--- src/rtl/core/roi_mean_depth_estimator_macros.svh ---
// assertion macros shared by the roi mean depth blocks
// each one samples on clk and is disabled while rst_n is low
`ifndef ROI_MEAN_DEPTH_ESTIMATOR_MACROS_SVH
`define ROI_MEAN_DEPTH_ESTIMATOR_MACROS_SVH
`ifndef NO_ASSERTIONS
// same-cycle implication
`define RMDE_ASSERT_IMPL(lbl, ante, cons, msg) \
  lbl: assert property (@(posedge clk) disable iff (!rst_n) (ante) |-> (cons)) \
    else $error(msg);
// next-cycle implication
`define RMDE_ASSERT_NEXT(lbl, ante, cons, msg) \
  lbl: assert property (@(posedge clk) disable iff (!rst_n) (ante) |=> (cons)) \
    else $error(msg);
`else
`define RMDE_ASSERT_IMPL(lbl, ante, cons, msg)
`define RMDE_ASSERT_NEXT(lbl, ante, cons, msg)
`endif
`endif

--- src/rtl/core/rmde_pkg.sv ---
`timescale 1ns / 1ps
`default_nettype none
package rmde_pkg;

  // frame geometry
  localparam int IMAGE_WIDTH = 1920;
  localparam int MAX_HEIGHT  = 2048;
  localparam int COL_W       = $clog2(IMAGE_WIDTH);
  localparam int ROW_W       = $clog2(MAX_HEIGHT + 1);
  localparam int COL_START   = IMAGE_WIDTH * 3 / 10;
  localparam int COL_END     = IMAGE_WIDTH * 7 / 10;

  // configuration
  localparam int CFG_W          = 12;
  localparam int HEIGHT_DEFAULT = 1200;

  // field and counter widths
  localparam int DEPTH_W = 32;
  localparam int MEAN_W  = 17;
  localparam int KEPT_W  = 20;
  localparam int TOTAL_W = 22;
  localparam int SUM_W   = 36;
  localparam int EXP_W   = $clog2(IMAGE_WIDTH * (2 ** CFG_W));

  // float32 decode and millimetre scaling
  localparam int EXPO_LO  = 120;
  localparam int EXPO_HI  = 129;
  localparam int EXPO_REF = 150;
  localparam int MM_Q4    = 16000;

  // divide by ten through a reciprocal, exact for operands below 2^18
  localparam int DIV10_MUL = 52429;
  localparam int DIV10_SH  = 19;

  // queue between front and back
  localparam int Q_DEPTH = 2;

  // one finished frame as handed to the back end
  typedef struct packed {
    logic [SUM_W-1:0]  sum;
    logic [KEPT_W-1:0] count;
    logic              err;
  } rmde_rec_t;

endpackage
`default_nettype wire

--- src/rtl/core/rmde_queue.sv ---
`timescale 1ns / 1ps
`default_nettype none
`include "roi_mean_depth_estimator_macros.svh"
module rmde_queue import rmde_pkg::*; (
  input  logic      clk,
  input  logic      rst_n,
  input  logic      push,
  input  rmde_rec_t push_rec,
  output logic      full,
  input  logic      pop,
  output logic      pop_valid,
  output rmde_rec_t pop_rec
);

  localparam int QPTR_W = (Q_DEPTH > 1) ? $clog2(Q_DEPTH) : 1;
  localparam int QCNT_W = $clog2(Q_DEPTH + 1);

  rmde_rec_t           mem_r [Q_DEPTH];
  logic [QPTR_W-1:0]   wr_ptr_r;
  logic [QPTR_W-1:0]   rd_ptr_r;
  logic [QCNT_W-1:0]   count_r;

  assign full      = (count_r == QCNT_W'(Q_DEPTH));
  assign pop_valid = (count_r != '0);
  assign pop_rec   = mem_r[rd_ptr_r];

  // storage
  always_ff @(posedge clk) begin
    if (push) begin
      mem_r[wr_ptr_r] <= push_rec;
    end
  end

  // pointers and fill level
  always_ff @(posedge clk) begin
    if (!rst_n) begin
      wr_ptr_r <= '0;
      rd_ptr_r <= '0;
      count_r  <= '0;
    end else begin
      if (push) begin
        wr_ptr_r <= (wr_ptr_r == QPTR_W'(Q_DEPTH - 1)) ? '0 : wr_ptr_r + 1'b1;
      end
      if (pop) begin
        rd_ptr_r <= (rd_ptr_r == QPTR_W'(Q_DEPTH - 1)) ? '0 : rd_ptr_r + 1'b1;
      end
      if (push && !pop) begin
        count_r <= count_r + 1'b1;
      end else if (pop && !push) begin
        count_r <= count_r - 1'b1;
      end
    end
  end

  `RMDE_ASSERT_IMPL(a_no_push_full, push, !full, "push into a full queue")
  `RMDE_ASSERT_IMPL(a_no_pop_empty, pop, pop_valid, "pop from an empty queue")
  `RMDE_ASSERT_NEXT(a_fill_bound, push && !pop, count_r != '0,
                    "queue fill level lost a push")

endmodule
`default_nettype wire

--- src/rtl/core/rmde_front.sv ---
`timescale 1ns / 1ps
`default_nettype none
module rmde_front import rmde_pkg::*; (
  input  logic               clk,
  input  logic               rst_n,
  input  logic               cfg_wr_en,
  input  logic [CFG_W-1:0]   cfg_wr_data,
  input  logic               in_valid,
  output logic               in_stall,
  input  logic [DEPTH_W-1:0] in_depth_bits,
  input  logic               in_frame_end,
  output logic               push,
  output rmde_rec_t          push_rec,
  input  logic               q_full
);

  localparam int HS_W = ROW_W + 3;
  localparam int MP_W = HS_W + 17;

  function automatic logic [ROW_W-1:0] div10(input logic [HS_W-1:0] x);
    logic [MP_W-1:0] p;
    p = MP_W'(x) * MP_W'(DIV10_MUL);
    return ROW_W'(p >> DIV10_SH);
  endfunction

  logic [CFG_W-1:0]   frame_height_r;
  logic [COL_W-1:0]   col_r;
  logic [ROW_W-1:0]   row_r;
  logic [TOTAL_W-1:0] total_r;
  logic [SUM_W-1:0]   sum_r;
  logic [KEPT_W-1:0]  cnt_r;

  logic               s1_valid_r;
  logic [DEPTH_W-1:0] s1_bits_r;
  logic               s1_win_r;
  logic               s1_last_r;
  logic               s1_err_r;

  logic               s2_valid_r;
  logic               s2_keep_r;
  logic [MEAN_W-1:0]  s2_q4_r;
  logic               s2_last_r;
  logic               s2_err_r;

  logic               hold;
  logic               accept;
  logic [ROW_W-1:0]   h_clamp;
  logic [ROW_W-1:0]   row_start;
  logic [ROW_W-1:0]   row_end;
  logic               win;
  logic [TOTAL_W-1:0] total_inc;
  logic               err;

  // the whole front pipeline holds while a frame end waits for queue space
  assign hold     = s2_valid_r && s2_last_r && q_full;
  assign in_stall = hold;
  assign accept   = in_valid && !hold;

  // window rows from the clamped height
  assign h_clamp   = (32'(frame_height_r) > MAX_HEIGHT) ? ROW_W'(MAX_HEIGHT)
                                                         : ROW_W'(frame_height_r);
  assign row_start = div10(HS_W'(h_clamp) * HS_W'(3));
  assign row_end   = div10(HS_W'(h_clamp) * HS_W'(7));

  assign win = (col_r >= COL_W'(COL_START)) && (col_r < COL_W'(COL_END)) &&
               (row_r >= row_start) && (row_r < row_end);

  // size check against the count including this sample
  assign total_inc = (total_r == '1) ? total_r : total_r + 1'b1;
  assign err = (frame_height_r == '0) || (32'(frame_height_r) > MAX_HEIGHT) ||
               (EXP_W'(total_inc) != EXP_W'(frame_height_r) * EXP_W'(IMAGE_WIDTH));

  // configuration register and raster counters
  always_ff @(posedge clk) begin
    if (!rst_n) begin
      frame_height_r <= CFG_W'(HEIGHT_DEFAULT);
      col_r          <= '0;
      row_r          <= '0;
      total_r        <= '0;
    end else begin
      if (cfg_wr_en) begin
        frame_height_r <= cfg_wr_data;
      end
      if (accept) begin
        if (in_frame_end) begin
          col_r   <= '0;
          row_r   <= '0;
          total_r <= '0;
        end else begin
          total_r <= total_inc;
          if (col_r == COL_W'(IMAGE_WIDTH - 1)) begin
            col_r <= '0;
            if (32'(row_r) < MAX_HEIGHT) begin
              row_r <= row_r + 1'b1;
            end
          end else begin
            col_r <= col_r + 1'b1;
          end
        end
      end
    end
  end

  // first stage: position and size classification
  always_ff @(posedge clk) begin
    if (!rst_n) begin
      s1_valid_r <= 1'b0;
    end else if (!hold) begin
      s1_valid_r <= accept;
    end
  end

  always_ff @(posedge clk) begin
    if (accept) begin
      s1_bits_r <= in_depth_bits;
      s1_win_r  <= win;
      s1_last_r <= in_frame_end;
      s1_err_r  <= err;
    end
  end

  // second stage: float decode, range test and conversion to mm q4
  logic              f_sign;
  logic [7:0]        f_expo;
  logic [23:0]       f_mant;
  logic [7:0]        f_sh;
  logic [33:0]       f_mant10;
  logic [33:0]       f_low;
  logic [33:0]       f_high;
  logic [38:0]       f_scaled;
  logic              f_keep;

  assign f_sign   = s1_bits_r[31];
  assign f_expo   = s1_bits_r[30:23];
  assign f_mant   = {1'b1, s1_bits_r[22:0]};
  assign f_sh     = 8'(EXPO_REF) - f_expo;
  assign f_mant10 = 34'(f_mant) * 34'(10);
  assign f_low    = 34'(1) << f_sh;
  assign f_high   = 34'(5) << f_sh;
  assign f_scaled = 39'(f_mant) * 39'(MM_Q4) + (39'(1) << (f_sh - 8'd1));
  assign f_keep   = s1_win_r && !f_sign &&
                    (f_expo >= 8'(EXPO_LO)) && (f_expo <= 8'(EXPO_HI)) &&
                    (f_mant10 > f_low) && (34'(f_mant) < f_high);

  always_ff @(posedge clk) begin
    if (!rst_n) begin
      s2_valid_r <= 1'b0;
    end else if (!hold) begin
      s2_valid_r <= s1_valid_r;
    end
  end

  always_ff @(posedge clk) begin
    if (!hold) begin
      s2_keep_r <= f_keep;
      s2_q4_r   <= MEAN_W'(f_scaled >> f_sh);
      s2_last_r <= s1_last_r;
      s2_err_r  <= s1_err_r;
    end
  end

  // third stage: saturating sum and count, frame record on the last sample
  logic [SUM_W:0]    sum_add;
  logic [SUM_W-1:0]  sum_nxt;
  logic [KEPT_W-1:0] cnt_nxt;

  assign sum_add = (SUM_W + 1)'(sum_r) + (SUM_W + 1)'(s2_q4_r);
  assign sum_nxt = !s2_keep_r ? sum_r : (sum_add[SUM_W] ? '1 : sum_add[SUM_W-1:0]);
  assign cnt_nxt = (!s2_keep_r || cnt_r == '1) ? cnt_r : cnt_r + 1'b1;

  assign push           = s2_valid_r && s2_last_r && !q_full;
  assign push_rec.sum   = sum_nxt;
  assign push_rec.count = cnt_nxt;
  assign push_rec.err   = s2_err_r;

  always_ff @(posedge clk) begin
    if (!rst_n) begin
      sum_r <= '0;
      cnt_r <= '0;
    end else if (s2_valid_r && !hold) begin
      if (s2_last_r) begin
        sum_r <= '0;
        cnt_r <= '0;
      end else begin
        sum_r <= sum_nxt;
        cnt_r <= cnt_nxt;
      end
    end
  end

endmodule
`default_nettype wire

--- src/rtl/core/rmde_back.sv ---
`timescale 1ns / 1ps
`default_nettype none
`include "roi_mean_depth_estimator_macros.svh"
module rmde_back import rmde_pkg::*; (
  input  logic              clk,
  input  logic              rst_n,
  input  logic              q_valid,
  input  rmde_rec_t         q_rec,
  output logic              q_pop,
  output logic              out_valid,
  input  logic              out_stall,
  output logic [MEAN_W-1:0] out_mean_depth_q4,
  output logic [KEPT_W-1:0] out_kept_pixels,
  output logic              out_size_error
);

  localparam int DIVD_W = SUM_W + 1;
  localparam int STEP_W = $clog2(MEAN_W);

  typedef enum logic [1:0] {
    S_IDLE,
    S_DIV,
    S_OUT
  } state_t;

  state_t             state_r;
  logic [DIVD_W-1:0]  rem_r;
  logic [DIVD_W-1:0]  dsr_r;
  logic [MEAN_W-1:0]  quo_r;
  logic [STEP_W-1:0]  step_r;
  logic               out_valid_r;
  logic [MEAN_W-1:0]  mean_r;
  logic [KEPT_W-1:0]  kept_r;
  logic               err_r;

  logic [DIVD_W-1:0]  dividend;
  logic               ovf;
  logic               bit_set;
  logic [MEAN_W-1:0]  quo_nxt;

  assign q_pop = (state_r == S_IDLE) && q_valid;

  // rounded dividend and quotient range check
  assign dividend = DIVD_W'(q_rec.sum) + DIVD_W'(q_rec.count >> 1);
  assign ovf      = dividend >= (DIVD_W'(q_rec.count) << MEAN_W);

  // one quotient bit per cycle
  assign bit_set = rem_r >= dsr_r;
  assign quo_nxt = {quo_r[MEAN_W-2:0], bit_set};

  assign out_valid         = out_valid_r;
  assign out_mean_depth_q4 = mean_r;
  assign out_kept_pixels   = kept_r;
  assign out_size_error    = err_r;

  // divider sequencer and output register
  always_ff @(posedge clk) begin
    if (!rst_n) begin
      state_r     <= S_IDLE;
      out_valid_r <= 1'b0;
    end else begin
      case (state_r)
        S_IDLE: begin
          if (q_valid) begin
            kept_r <= q_rec.count;
            err_r  <= q_rec.err;
            if (q_rec.err || q_rec.count == '0) begin
              mean_r      <= '0;
              out_valid_r <= 1'b1;
              state_r     <= S_OUT;
            end else if (ovf) begin
              mean_r      <= '1;
              out_valid_r <= 1'b1;
              state_r     <= S_OUT;
            end else begin
              rem_r   <= dividend;
              dsr_r   <= DIVD_W'(q_rec.count) << (MEAN_W - 1);
              quo_r   <= '0;
              step_r  <= STEP_W'(MEAN_W - 1);
              state_r <= S_DIV;
            end
          end
        end
        S_DIV: begin
          if (bit_set) begin
            rem_r <= rem_r - dsr_r;
          end
          dsr_r  <= dsr_r >> 1;
          quo_r  <= quo_nxt;
          step_r <= step_r - 1'b1;
          if (step_r == '0) begin
            mean_r      <= quo_nxt;
            out_valid_r <= 1'b1;
            state_r     <= S_OUT;
          end
        end
        S_OUT: begin
          if (!out_stall) begin
            out_valid_r <= 1'b0;
            state_r     <= S_IDLE;
          end
        end
        default: begin
          out_valid_r <= 1'b0;
          state_r     <= S_IDLE;
        end
      endcase
    end
  end

  `RMDE_ASSERT_IMPL(a_pop_idle, q_pop, state_r == S_IDLE, "queue popped while busy")
  `RMDE_ASSERT_IMPL(a_div_no_out, state_r == S_DIV, !out_valid_r,
                    "result shown during division")
  `RMDE_ASSERT_IMPL(a_err_zero_mean, out_valid_r && err_r, mean_r == '0,
                    "mean not zero on a size error")
  `RMDE_ASSERT_NEXT(a_div_progress, state_r == S_DIV,
                    state_r == S_DIV || state_r == S_OUT, "division left early")

endmodule
`default_nettype wire

--- src/rtl/core/roi_mean_depth_estimator.sv ---
// Mean depth over the central window of a raster depth frame.
// Input channel: in_valid / in_stall with in_depth_bits (float32 metres) and
// in_frame_end on the last sample of a frame; one sample per clock while in_stall is low.
// Result channel: out_valid / out_stall with out_mean_depth_q4 (mm, 4 fraction
// bits), out_kept_pixels and out_size_error; one transaction per frame end.
// Configuration: cfg_wr_en / cfg_wr_data write the frame height; write it only
// while no frame is in flight.
// Path: a frame end sample passes the first and second front stages before it is
// pushed into the frame queue; the back end then pops it and runs its bit-serial
// divider (one quotient bit per cycle) before out_valid.
// Frames with no kept pixel, a size error or an out-of-range mean skip the
// divider. The divider runs under the next frame's accumulation; the frame
// queue holds two finished frames.
// Reset: rst_n (synchronous, active low) sets the height to 1200 and clears
// counters, accumulators, the queue and the output valid flag.
// Stall: a stalled result holds its payload; once the queue is full and a
// further frame end arrives, in_stall rises until space frees up.
`timescale 1ns / 1ps
`default_nettype none
module roi_mean_depth_estimator import rmde_pkg::*; (
  input  logic               clk,
  input  logic               rst_n,
  input  logic               cfg_wr_en,
  input  logic [CFG_W-1:0]   cfg_wr_data,
  input  logic               in_valid,
  output logic               in_stall,
  input  logic [DEPTH_W-1:0] in_depth_bits,
  input  logic               in_frame_end,
  output logic               out_valid,
  input  logic               out_stall,
  output logic [MEAN_W-1:0]  out_mean_depth_q4,
  output logic [KEPT_W-1:0]  out_kept_pixels,
  output logic               out_size_error
);

  logic      push;
  rmde_rec_t push_rec;
  logic      q_full;
  logic      q_pop;
  logic      q_valid;
  rmde_rec_t q_rec;

  // pixel classification and accumulation
  rmde_front u_front (
    .clk           (clk),
    .rst_n         (rst_n),
    .cfg_wr_en     (cfg_wr_en),
    .cfg_wr_data   (cfg_wr_data),
    .in_valid      (in_valid),
    .in_stall      (in_stall),
    .in_depth_bits (in_depth_bits),
    .in_frame_end  (in_frame_end),
    .push          (push),
    .push_rec      (push_rec),
    .q_full        (q_full)
  );

  // finished frames waiting for the divider
  rmde_queue u_queue (
    .clk       (clk),
    .rst_n     (rst_n),
    .push      (push),
    .push_rec  (push_rec),
    .full      (q_full),
    .pop       (q_pop),
    .pop_valid (q_valid),
    .pop_rec   (q_rec)
  );

  // mean division and result register
  rmde_back u_back (
    .clk               (clk),
    .rst_n             (rst_n),
    .q_valid           (q_valid),
    .q_rec             (q_rec),
    .q_pop             (q_pop),
    .out_valid         (out_valid),
    .out_stall         (out_stall),
    .out_mean_depth_q4 (out_mean_depth_q4),
    .out_kept_pixels   (out_kept_pixels),
    .out_size_error    (out_size_error)
  );

endmodule
`default_nettype wire

--- config.mk ---
export PLATFORM = sky130hd
export DESIGN_NAME = roi_mean_depth_estimator
export DESIGN_NICKNAME = d
export VERILOG_FILES = /design/src/rtl/core/rmde_pkg.sv /design/src/rtl/core/rmde_queue.sv /design/src/rtl/core/rmde_front.sv /design/src/rtl/core/rmde_back.sv /design/src/rtl/core/roi_mean_depth_estimator.sv
export VERILOG_INCLUDE_DIRS = /design/src /design/src/rtl/core
export SDC_FILE = /design/constraint.sdc
export NUM_CORES = 2
export LEC_CHECK = 0
export ABC_AREA = 1
export BUFFER_PORTS_ARGS = -buffer_cell sky130_fd_sc_hd__buf_2
export CAP_MARGIN = 10
export CORE_ASPECT_RATIO = 0.8
export CORE_MARGIN = 10
export CORE_UTILIZATION = 30
export DETAILED_ROUTE_END_ITERATION = 8
export PLACE_DENSITY = 0.55
export SLEW_MARGIN = 25
export SYNTH_ARGS = -nofsm -noshare
export SYNTH_HDL_FRONTEND = slang
export SYNTH_SLANG_ARGS = --single-unit
export TNS_END_PERCENT = 10
--- constraint.sdc ---
create_clock -name clk -period 9.62 [get_ports clk]
set_clock_uncertainty 0.1 [all_clocks]
set_input_delay 0.481 -clock clk [delete_from_list [all_inputs] [get_ports clk]]
set_output_delay 0.481 -clock clk [all_outputs]
set_load 0.005 [all_outputs]
# Word-level counts from Yosys, hierarchy flattened
# Memory sizes are Yosys's and may differ from the RTL's. A register that Yosys moved wholly into a read port is not among the register bits.
# Index checks and enable logic that the tools add are counted.
[word_totals]
ff_bits = 310
ram_bits = 114
inputBits = 50
output_inout_bits = 40
wordCells = 178
mem_count = 1
[classes]
addsub = 15
mul = 7
order_cmp = 12
eq_ne = 14
shift = 4
n_mux = 55
reduce_logical = 42
[memory_table]
columns = ["name", "words", "width", "read_ports", "rd_clocked_by_memory_dff", "write_ports", "line", "source"]
rows = [
  ["u_queue.mem_r", 2, 57, 1, 1, 1, "rmde_queue.sv:18", "rmde_rec_t mem_r [Q_DEPTH];"],
]
[op_table]
columns = ["op", "n"]
rows = [
  ["37-bit 2-to-1 mux", 7],
  ["37-bit case mux with 2 select lines", 2],
  ["36-bit 2-to-1 mux", 3],
  ["37-bit >= comparator", 2],
  ["17-bit 2-to-1 mux", 4],
  ["12-bit 2-to-1 mux", 4],
  ["16-bit 2-to-1 mux", 3],
  ["22-bit 2-to-1 mux", 2],
  ["20-bit 2-to-1 mux", 2],
  ["38-bit by 39-bit adder with 39-bit output", 1],
  ["1-bit by 8-bit << shifter with 39-bit output (first input constant)", 1],
  ["39-bit by 8-bit >> shifter with 17-bit output", 1],
  ["36-bit by 17-bit adder with 37-bit output", 1],
  ["36-bit by 19-bit adder with 37-bit output", 1],
  ["37-bit subtractor", 1],
  ["28-bit by 34-bit > comparator with 1-bit output", 1],
  ["24-bit by 34-bit less-than comparator with 1-bit output", 1],
  ["17-bit case mux with 2 select lines", 1],
  ["1-bit by 8-bit << shifter with 34-bit output (first input constant)", 1],
  ["3-bit by 8-bit << shifter with 34-bit output (first input constant)", 1],
  ["16-bit case mux with 2 select lines", 1],
  ["15-bit by 16-bit multiplier with 31-bit output (second input constant)", 1],
  ["24-bit by 7-bit multiplier with 31-bit output (second input constant)", 1],
  ["14-bit by 16-bit multiplier with 30-bit output (second input constant)", 1],
  ["50 further kinds", 105],
]

# Longest topological paths before layout
[depth]
ltp_word = 7
mapped_depth = 55
ltp_nobuf = 55

# Cells and area by module
# From an unflattened synthesis, not the netlist that was laid out.
[unflattened]
hier_cells = 5722
area_unflattened_um2 = 44814.2
[by_module_without_submodules]
columns = ["mod", "n_inst", "cells_per_inst", "area_each_um2", "seq_area_each_um2"]
rows = [
  ["rmde_front", 1, 4272, 30535.5, 3953.8],
  ["rmde_back", 1, 1238, 9818.2, 4023.9],
  ["rmde_queue", 1, 212, 4460.5, 3523.4],
]

# Worst setup path before layout
# Ideal clock, no wire load.
[synth_timing]
path_type = "reg2reg"
from = "reg u_front.frame_height_r[5]"
to = "reg u_front.s1_win_r (data pin)"
setup_ns = 0.256
arrival_time_ns = 8.844
t_required_ns = 9.264
setup_slack_ns = 0.419
path_stages_with_launch = 47
path_buffers = 0
synth_period_minus_slack_ns = 9.201
path_cell_list = "dfxtp_1 inv_1 ha_1 nand2_1 nor2_1 nand3_1 nand2_2 inv_2 nor2_4 inv_1 nor2_1 nor2_1 ha_1 ha_1 inv_1 fa_1 o21ai_0 nand2_1 [11 not listed] fa_1 fa_1 ha_1 a21oi_1 o21ai_0 a21oi_1 nand2_1 a21boi_1 o21ai_0 nand2_1 nand2_1 nand2_1 nand2_1 ha_1 nand3_1 a21o_1 nand4_1 a21oi_1"
[synth_between]
elab_chain_cells = 7
elab_cells_between_ends = 10
classes_between = "4 x mul; 3 x order compare; 1 x mux; 2 x reduce/logical"
[synth_rtl]
columns = ["item", "line", "source"]
rows = [
  ["start: declaration", "rmde_front.sv:26", "logic [CFG_W-1:0] frame_height_r;"],
  ["start signal: assignment", "rmde_front.sv:76", "frame_height_r <= CFG_W'(HEIGHT_DEFAULT);"],
  ["start signal: assignment", "rmde_front.sv:82", "frame_height_r <= cfg_wr_data;"],
  ["12-bit > comparator", "rmde_front.sv:60", "assign h_clamp = (32'(frame_height_r) > MAX_HEIGHT) ? ROW_W'(MAX_HEIGHT)"],
  ["12-bit 2-to-1 mux (*)", "rmde_front.sv:60", ""],
  ["12-bit by 2-bit multiplier with 14-bit output", "rmde_front.sv:62", "assign row_start = div10(HS_W'(h_clamp) * HS_W'(3));"],
  ["14-bit by 16-bit multiplier with 30-bit output", "rmde_front.sv:22", "p = MP_W'(x) * MP_W'(DIV10_MUL);"],
  ["12-bit by 11-bit >= comparator with 1-bit output", "rmde_front.sv:66", "(row_r >= row_start) && (row_r < row_end);"],
  ["1-bit logical AND", "rmde_front.sv:65", "assign win = (col_r >= COL_W'(COL_START)) && (col_r < COL_W'(COL_END)) &&"],
  ["1-bit logical AND (*)", "rmde_front.sv:66", ""],
  ["net u_front.win", "rmde_front.sv:50", "logic win;"],
  ["end signal: assignment", "rmde_front.sv:116", "s1_win_r <= win;"],
  ["end: declaration", "rmde_front.sv:35", "logic s1_win_r;"],
]
# The timed path passes the listed nets; every way through them passes the cells marked *.
# A chain may end at the register's enable or synchronous reset.

# Final worst setup path
[layout_timing]
from = "reg u_front.frame_height_r[0]"
to = "reg u_front.s1_win_r (data pin)"
# The elaborated chain is that of the path after synthesis.

==> out/metrics.sh <==
RUN_STATUS='completed'
FIRSTDRTPASSITERS=6
TRITONCTS='yes'
PLACEMENT.IO_BUFFERS=89
POST-ROUTE-MIN-PERIOD_NS=9.07
HOLD_VIOLATIONS=0
CP_MAX_FO=7
SYNTH_TOP_FAMILY_BY_AREA='adder cells'
MAX_CAP_VIOLATIONS=0
NETS=6548
AREA_DELTA_SYNTH_FINAL_PCT=12.1
MAXSLEWHEADROOM=0.344
MAPPEDNETLISTNETS=6399
REMAINING_DRC_ERRORS=0
WORST_HOLD_PATH_TYPE='in2reg'
YS_TOP_CELLS_BY_AREA='sky130_fd_sc_hd__edfxtp_1 (21%), sky130_fd_sc_hd__ha_1 (16%), sky130_fd_sc_hd__fa_1 (10%)'
GRT_START_MAX_NET_PINS=71
POSTSYNTHAREAPERCELL_UM2=7.87
DRT-TOTAL-WL_UM=126000
WORST-R2R-SETUP-SLACK_NS=0.55
POST-ROUTE-UTIL=0.338
TRACK_USAGE=0.152
SYNTH_EDF_COUNT=301
CLOCK_INSERTION_DELAY_WORST_SKEW_NS=0.65
LAYOUT-DRIVE-GT1-SHARE=0.0761
DETAILEDPLACEMENTHPWL_UM=102000
NUMBER_OF_STORAGE_ELEMENTS_IN_THE_SYNTHESIS_NETLIST=424
TOP_CELL_TYPE_BY_TOTAL_AREA_AFTER_SYNTHESIS='sky130_fd_sc_hd__edfxtp_1'
LEAST_MARGIN_PIN_SLEW_NS=0.974
PATH_CLASS='reg2reg'
CRITPATHREQUIREDTIME_NS=9.92
CORE.ROWCOUNT=125
IO_PINS=90
POST_SYNTH_XOR_AREA_FRACTION=0.0451
CTS_MAX_LEVEL=2
CLOCK_TRANSITION_AT_THE_REGISTERS_OF_THE_REPORTED_PATHS_NS=0.06
SEQCELLAREA_UM2=11500
CLOCK-SINKS=424
CTS.ROOT.BUFFER_CELL='sky130_fd_sc_hd__clkbuf_16'
DESIGN.DIE.AREA_UM2=161000
GRT_PASS1_VIAS=35600
SETUP.WORST_PATH.END_CLASS='flip-flop'
SYNTHADDERAREAFRAC=0.268
TIMING.CRITICAL_PATH.ARRIVAL_NS=9.37
CRIT_PATH_TOP_DELAY_CELL='sky130_fd_sc_hd__fa_1'
ROUTED_WIRELENGTH_NORMALIZED_BY_INSTANCE_COUNT_UM=16.5
DELAY_OF_THE_SLOWEST_CELL_ON_THE_WORST_PATH_NS=0.58
INITIAL_CORE_UTIL=0.301
SYNTH.TOP_CELL.AREA_SHARE=0.207
VIAS=37300
COUNT_OF_MAPPED_CELLS_OUT_OF_SYNTHESIS=5550
SYNTH-COMPOUND-AREA-SHARE=0.111
GLOBALROUTEOVERFLOWTOTAL=0
ANTENNA_FOUND_INITIAL=1
ANT_NETS=0
CP-START-KIND='flip-flop'
CORE-AREA_UM2=145000
CLOCK_TREE.BUFFER_DEPTH=3
SYNTH_SEQUENTIAL_AREA_RATIO=0.263
YS_ASYNC_SR_FRACTION=0
FINAL-MAX-SLEW-VIOLATION-COUNT=0
PERIOD_SHARE=0.943
MAX_FREQ_MHz=110
PLACE_CONGESTION=0.934
DETAILEDROUTE.FIRSTITERATIONVIOLATIONS=3161
SYNTHFLOPTYPE='sky130_fd_sc_hd__edfxtp_1'
SETUP_VIOL=0
MULTI_INPUT_AREA_UM2=28700
WIDTH_OF_THE_DIE_UM=447
DIE-HEIGHT_UM=361
NETLIST_AREA_UM2=43700
SYNTH.MUX.AREA_FRACTION=0.00275
CTS_INSERTED_BUFFERS=52
NUM-FILL-CELLS=15300
FIRST_PASS_GRT_WIRE_LENGTH_UM=199000
AVGVIACOUNTPERCELL=4.88
YOSYS.AREA_SHARE.SIMPLE=0.225
SYNTHDISTINCTLIBCELLS=71
MOST_COMMON_CELL_TYPE_ON_THE_CRITICAL_PATH='sky130_fd_sc_hd__inv_1'
YOSYSWARNINGCOUNT=0
==> cells by family (layout without fill, tap and decap cells) <==
family,Yosys count,in the layout
flip-flops,424,424
adder cells (fa/ha/maj),799,799
multiplexers,12,12
AND/OR/NAND/NOR,2248,2248
AO/OA/AOI/OAI,875,875
buffers and inverters,969,1162
XOR/XNOR,223,223
other,0,1
==> layout make-up <==
type / instances / area share
clock buffers: 69 / 0.0295
inverters: 866 / 0.0666
flip-flops and latches: 424 / 0.235
well taps: 1905 / 0.0487
diodes: 1 / 0.0000511
multi-input cells: 4157 / 0.586
clock inverters: 29 / 0.00564
repair buffers: 198 / 0.0285
==> synth_stat cells, drive strengths merged (42+ instances only) <==
library cell,number
a21oi,416
buf,42
clkbuf,61
dfxtp,123
edfxtp,301
fa,228
ha,571
inv,863
nand2,1177
nand3,359
nand4,74
nor2,440
nor3,79
o21ai,275
or2,56
xnor2,86
xor2,137
==> worst paths after layout <==
kind	start	endpoint	cells after the start
worst max-delay path	u_front.frame_height_r[0]	u_front.s1_win_r	46
worst min-delay path	cfg_wr_data[11]	u_front.frame_height_r[11]	3
worst max register to register	u_front.frame_height_r[0]	u_front.s1_win_r	46
worst min register to register	u_front.s1_last_r	u_front.s2_last_r	0
==> worst max-delay path: cells and delay by family (launching register included) <==
| family | cells | cell delay (ns) |
|---|---|---|
| flip-flops | 1 | 0.37 |
| AND/OR/NAND/NOR | 10 | 0.98 |
| buffers and inverters | 10 | 0.97 |
| XOR/XNOR | 2 | 0.37 |
| AO/OA/AOI/OAI | 14 | 2.10 |
| adder cells (fa/ha/maj) | 10 | 3.94 |
==> layer usage <==
| metal | vias up | wire (um) | GRT usage |
|---|---|---|---|
| met5 | - | 13 | 0 |
| met3 | 119 | 7380 | 0.0238 |
| met2 | 871 | 51300 | 0.220 |
| li1 | 18700 | - | - |
| met4 | 2 | 2160 | 0.0313 |
| met1 | 17600 | 65100 | 0.233 |
==> timing repair <==
| action | 4_1_cts | 5_1_grt |
|---|---|---|
| setup buffers | 0 | 5 |
| endpoints found under the setup margin | 0 | 1 |
| hold endpoints to repair | 36 | 0 |
| hold buffers | 36 | 0 |
| gates resized for setup | 0 | 46 |
==> cells in the final DEF, fill, tap and decap left out, types with 12 or more instances in the layout <==
cell type	Yosys	final
sky130_fd_sc_hd__clkbuf_16	0	53
sky130_fd_sc_hd__o21ai_0	253	250
sky130_fd_sc_hd__or2_2	49	49
sky130_fd_sc_hd__dlygate4sd3_1	0	36
sky130_fd_sc_hd__o21a_1	18	18
sky130_fd_sc_hd__ha_1	571	567
sky130_fd_sc_hd__o21bai_1	18	17
sky130_fd_sc_hd__inv_2	16	25
sky130_fd_sc_hd__buf_2	18	89
sky130_fd_sc_hd__nor4_1	27	26
sky130_fd_sc_hd__nand4_1	72	72
sky130_fd_sc_hd__nand3b_1	15	15
sky130_fd_sc_hd__mux2i_1	12	12
sky130_fd_sc_hd__edfxtp_1	301	301
sky130_fd_sc_hd__nor2_2	12	16
sky130_fd_sc_hd__inv_1	844	836
sky130_fd_sc_hd__a31oi_1	22	22
sky130_fd_sc_hd__a21oi_1	413	409
sky130_fd_sc_hd__a21o_1	27	27
sky130_fd_sc_hd__xor2_1	136	133
sky130_fd_sc_hd__o21ai_1	19	19
sky130_fd_sc_hd__fa_1	228	228
sky130_fd_sc_hd__nor3_1	72	71
sky130_fd_sc_hd__nand2_1	1150	1145
sky130_fd_sc_hd__nand2_2	17	21
sky130_fd_sc_hd__buf_4	5	71
sky130_fd_sc_hd__dfxtp_1	123	120
sky130_fd_sc_hd__o211ai_1	21	21
sky130_fd_sc_hd__nor2_1	419	408
sky130_fd_sc_hd__nor2_4	9	16
sky130_fd_sc_hd__nand3_1	354	354
sky130_fd_sc_hd__xnor2_1	86	86
==> registers in the layout (all words and copies together), names as in the netlist, 5 cells and up, named ones only <==
| signal | count |
|---|---|
| u_queue.mem_r | 114 |
| u_back.rem_r | 37 |
| u_back.dsr_r | 36 |
| u_front.sum_r | 36 |
| u_front.s1_bits_r | 32 |
| u_front.total_r | 22 |
| u_back.out_kept_pixels | 20 |
| u_front.cnt_r | 20 |
| u_back.out_mean_depth_q4 | 17 |
| u_front.s2_q4_r | 17 |
| u_back.quo_r | 16 |
| u_front.frame_height_r | 12 |
| u_front.row_r | 12 |
| u_front.col_r | 11 |
| u_back.step_r | 5 |
==> per-stage QoR <==
stage	TNS [ns]	setup WS, ns	instance area [um^2]	hold slack [ns]	std cells
2_1_floorplan	0	0.419	43700	0.300	5550
3_3_place_gp	0	0.0994	46600	0.303	7507
3_5_place_dp	0	0.0291	46700	0.306	7509
4_1_cts	0	0.0279	48800	0.00127	7643
5_1_grt	-0.0266	-0.0266	49000	0.0511	7648
6_report	0	0.548	49000	0.0397	7649
Power is not shown: default switching activity piles up to over one toggle a cycle in this logic, so the estimate is an artifact.
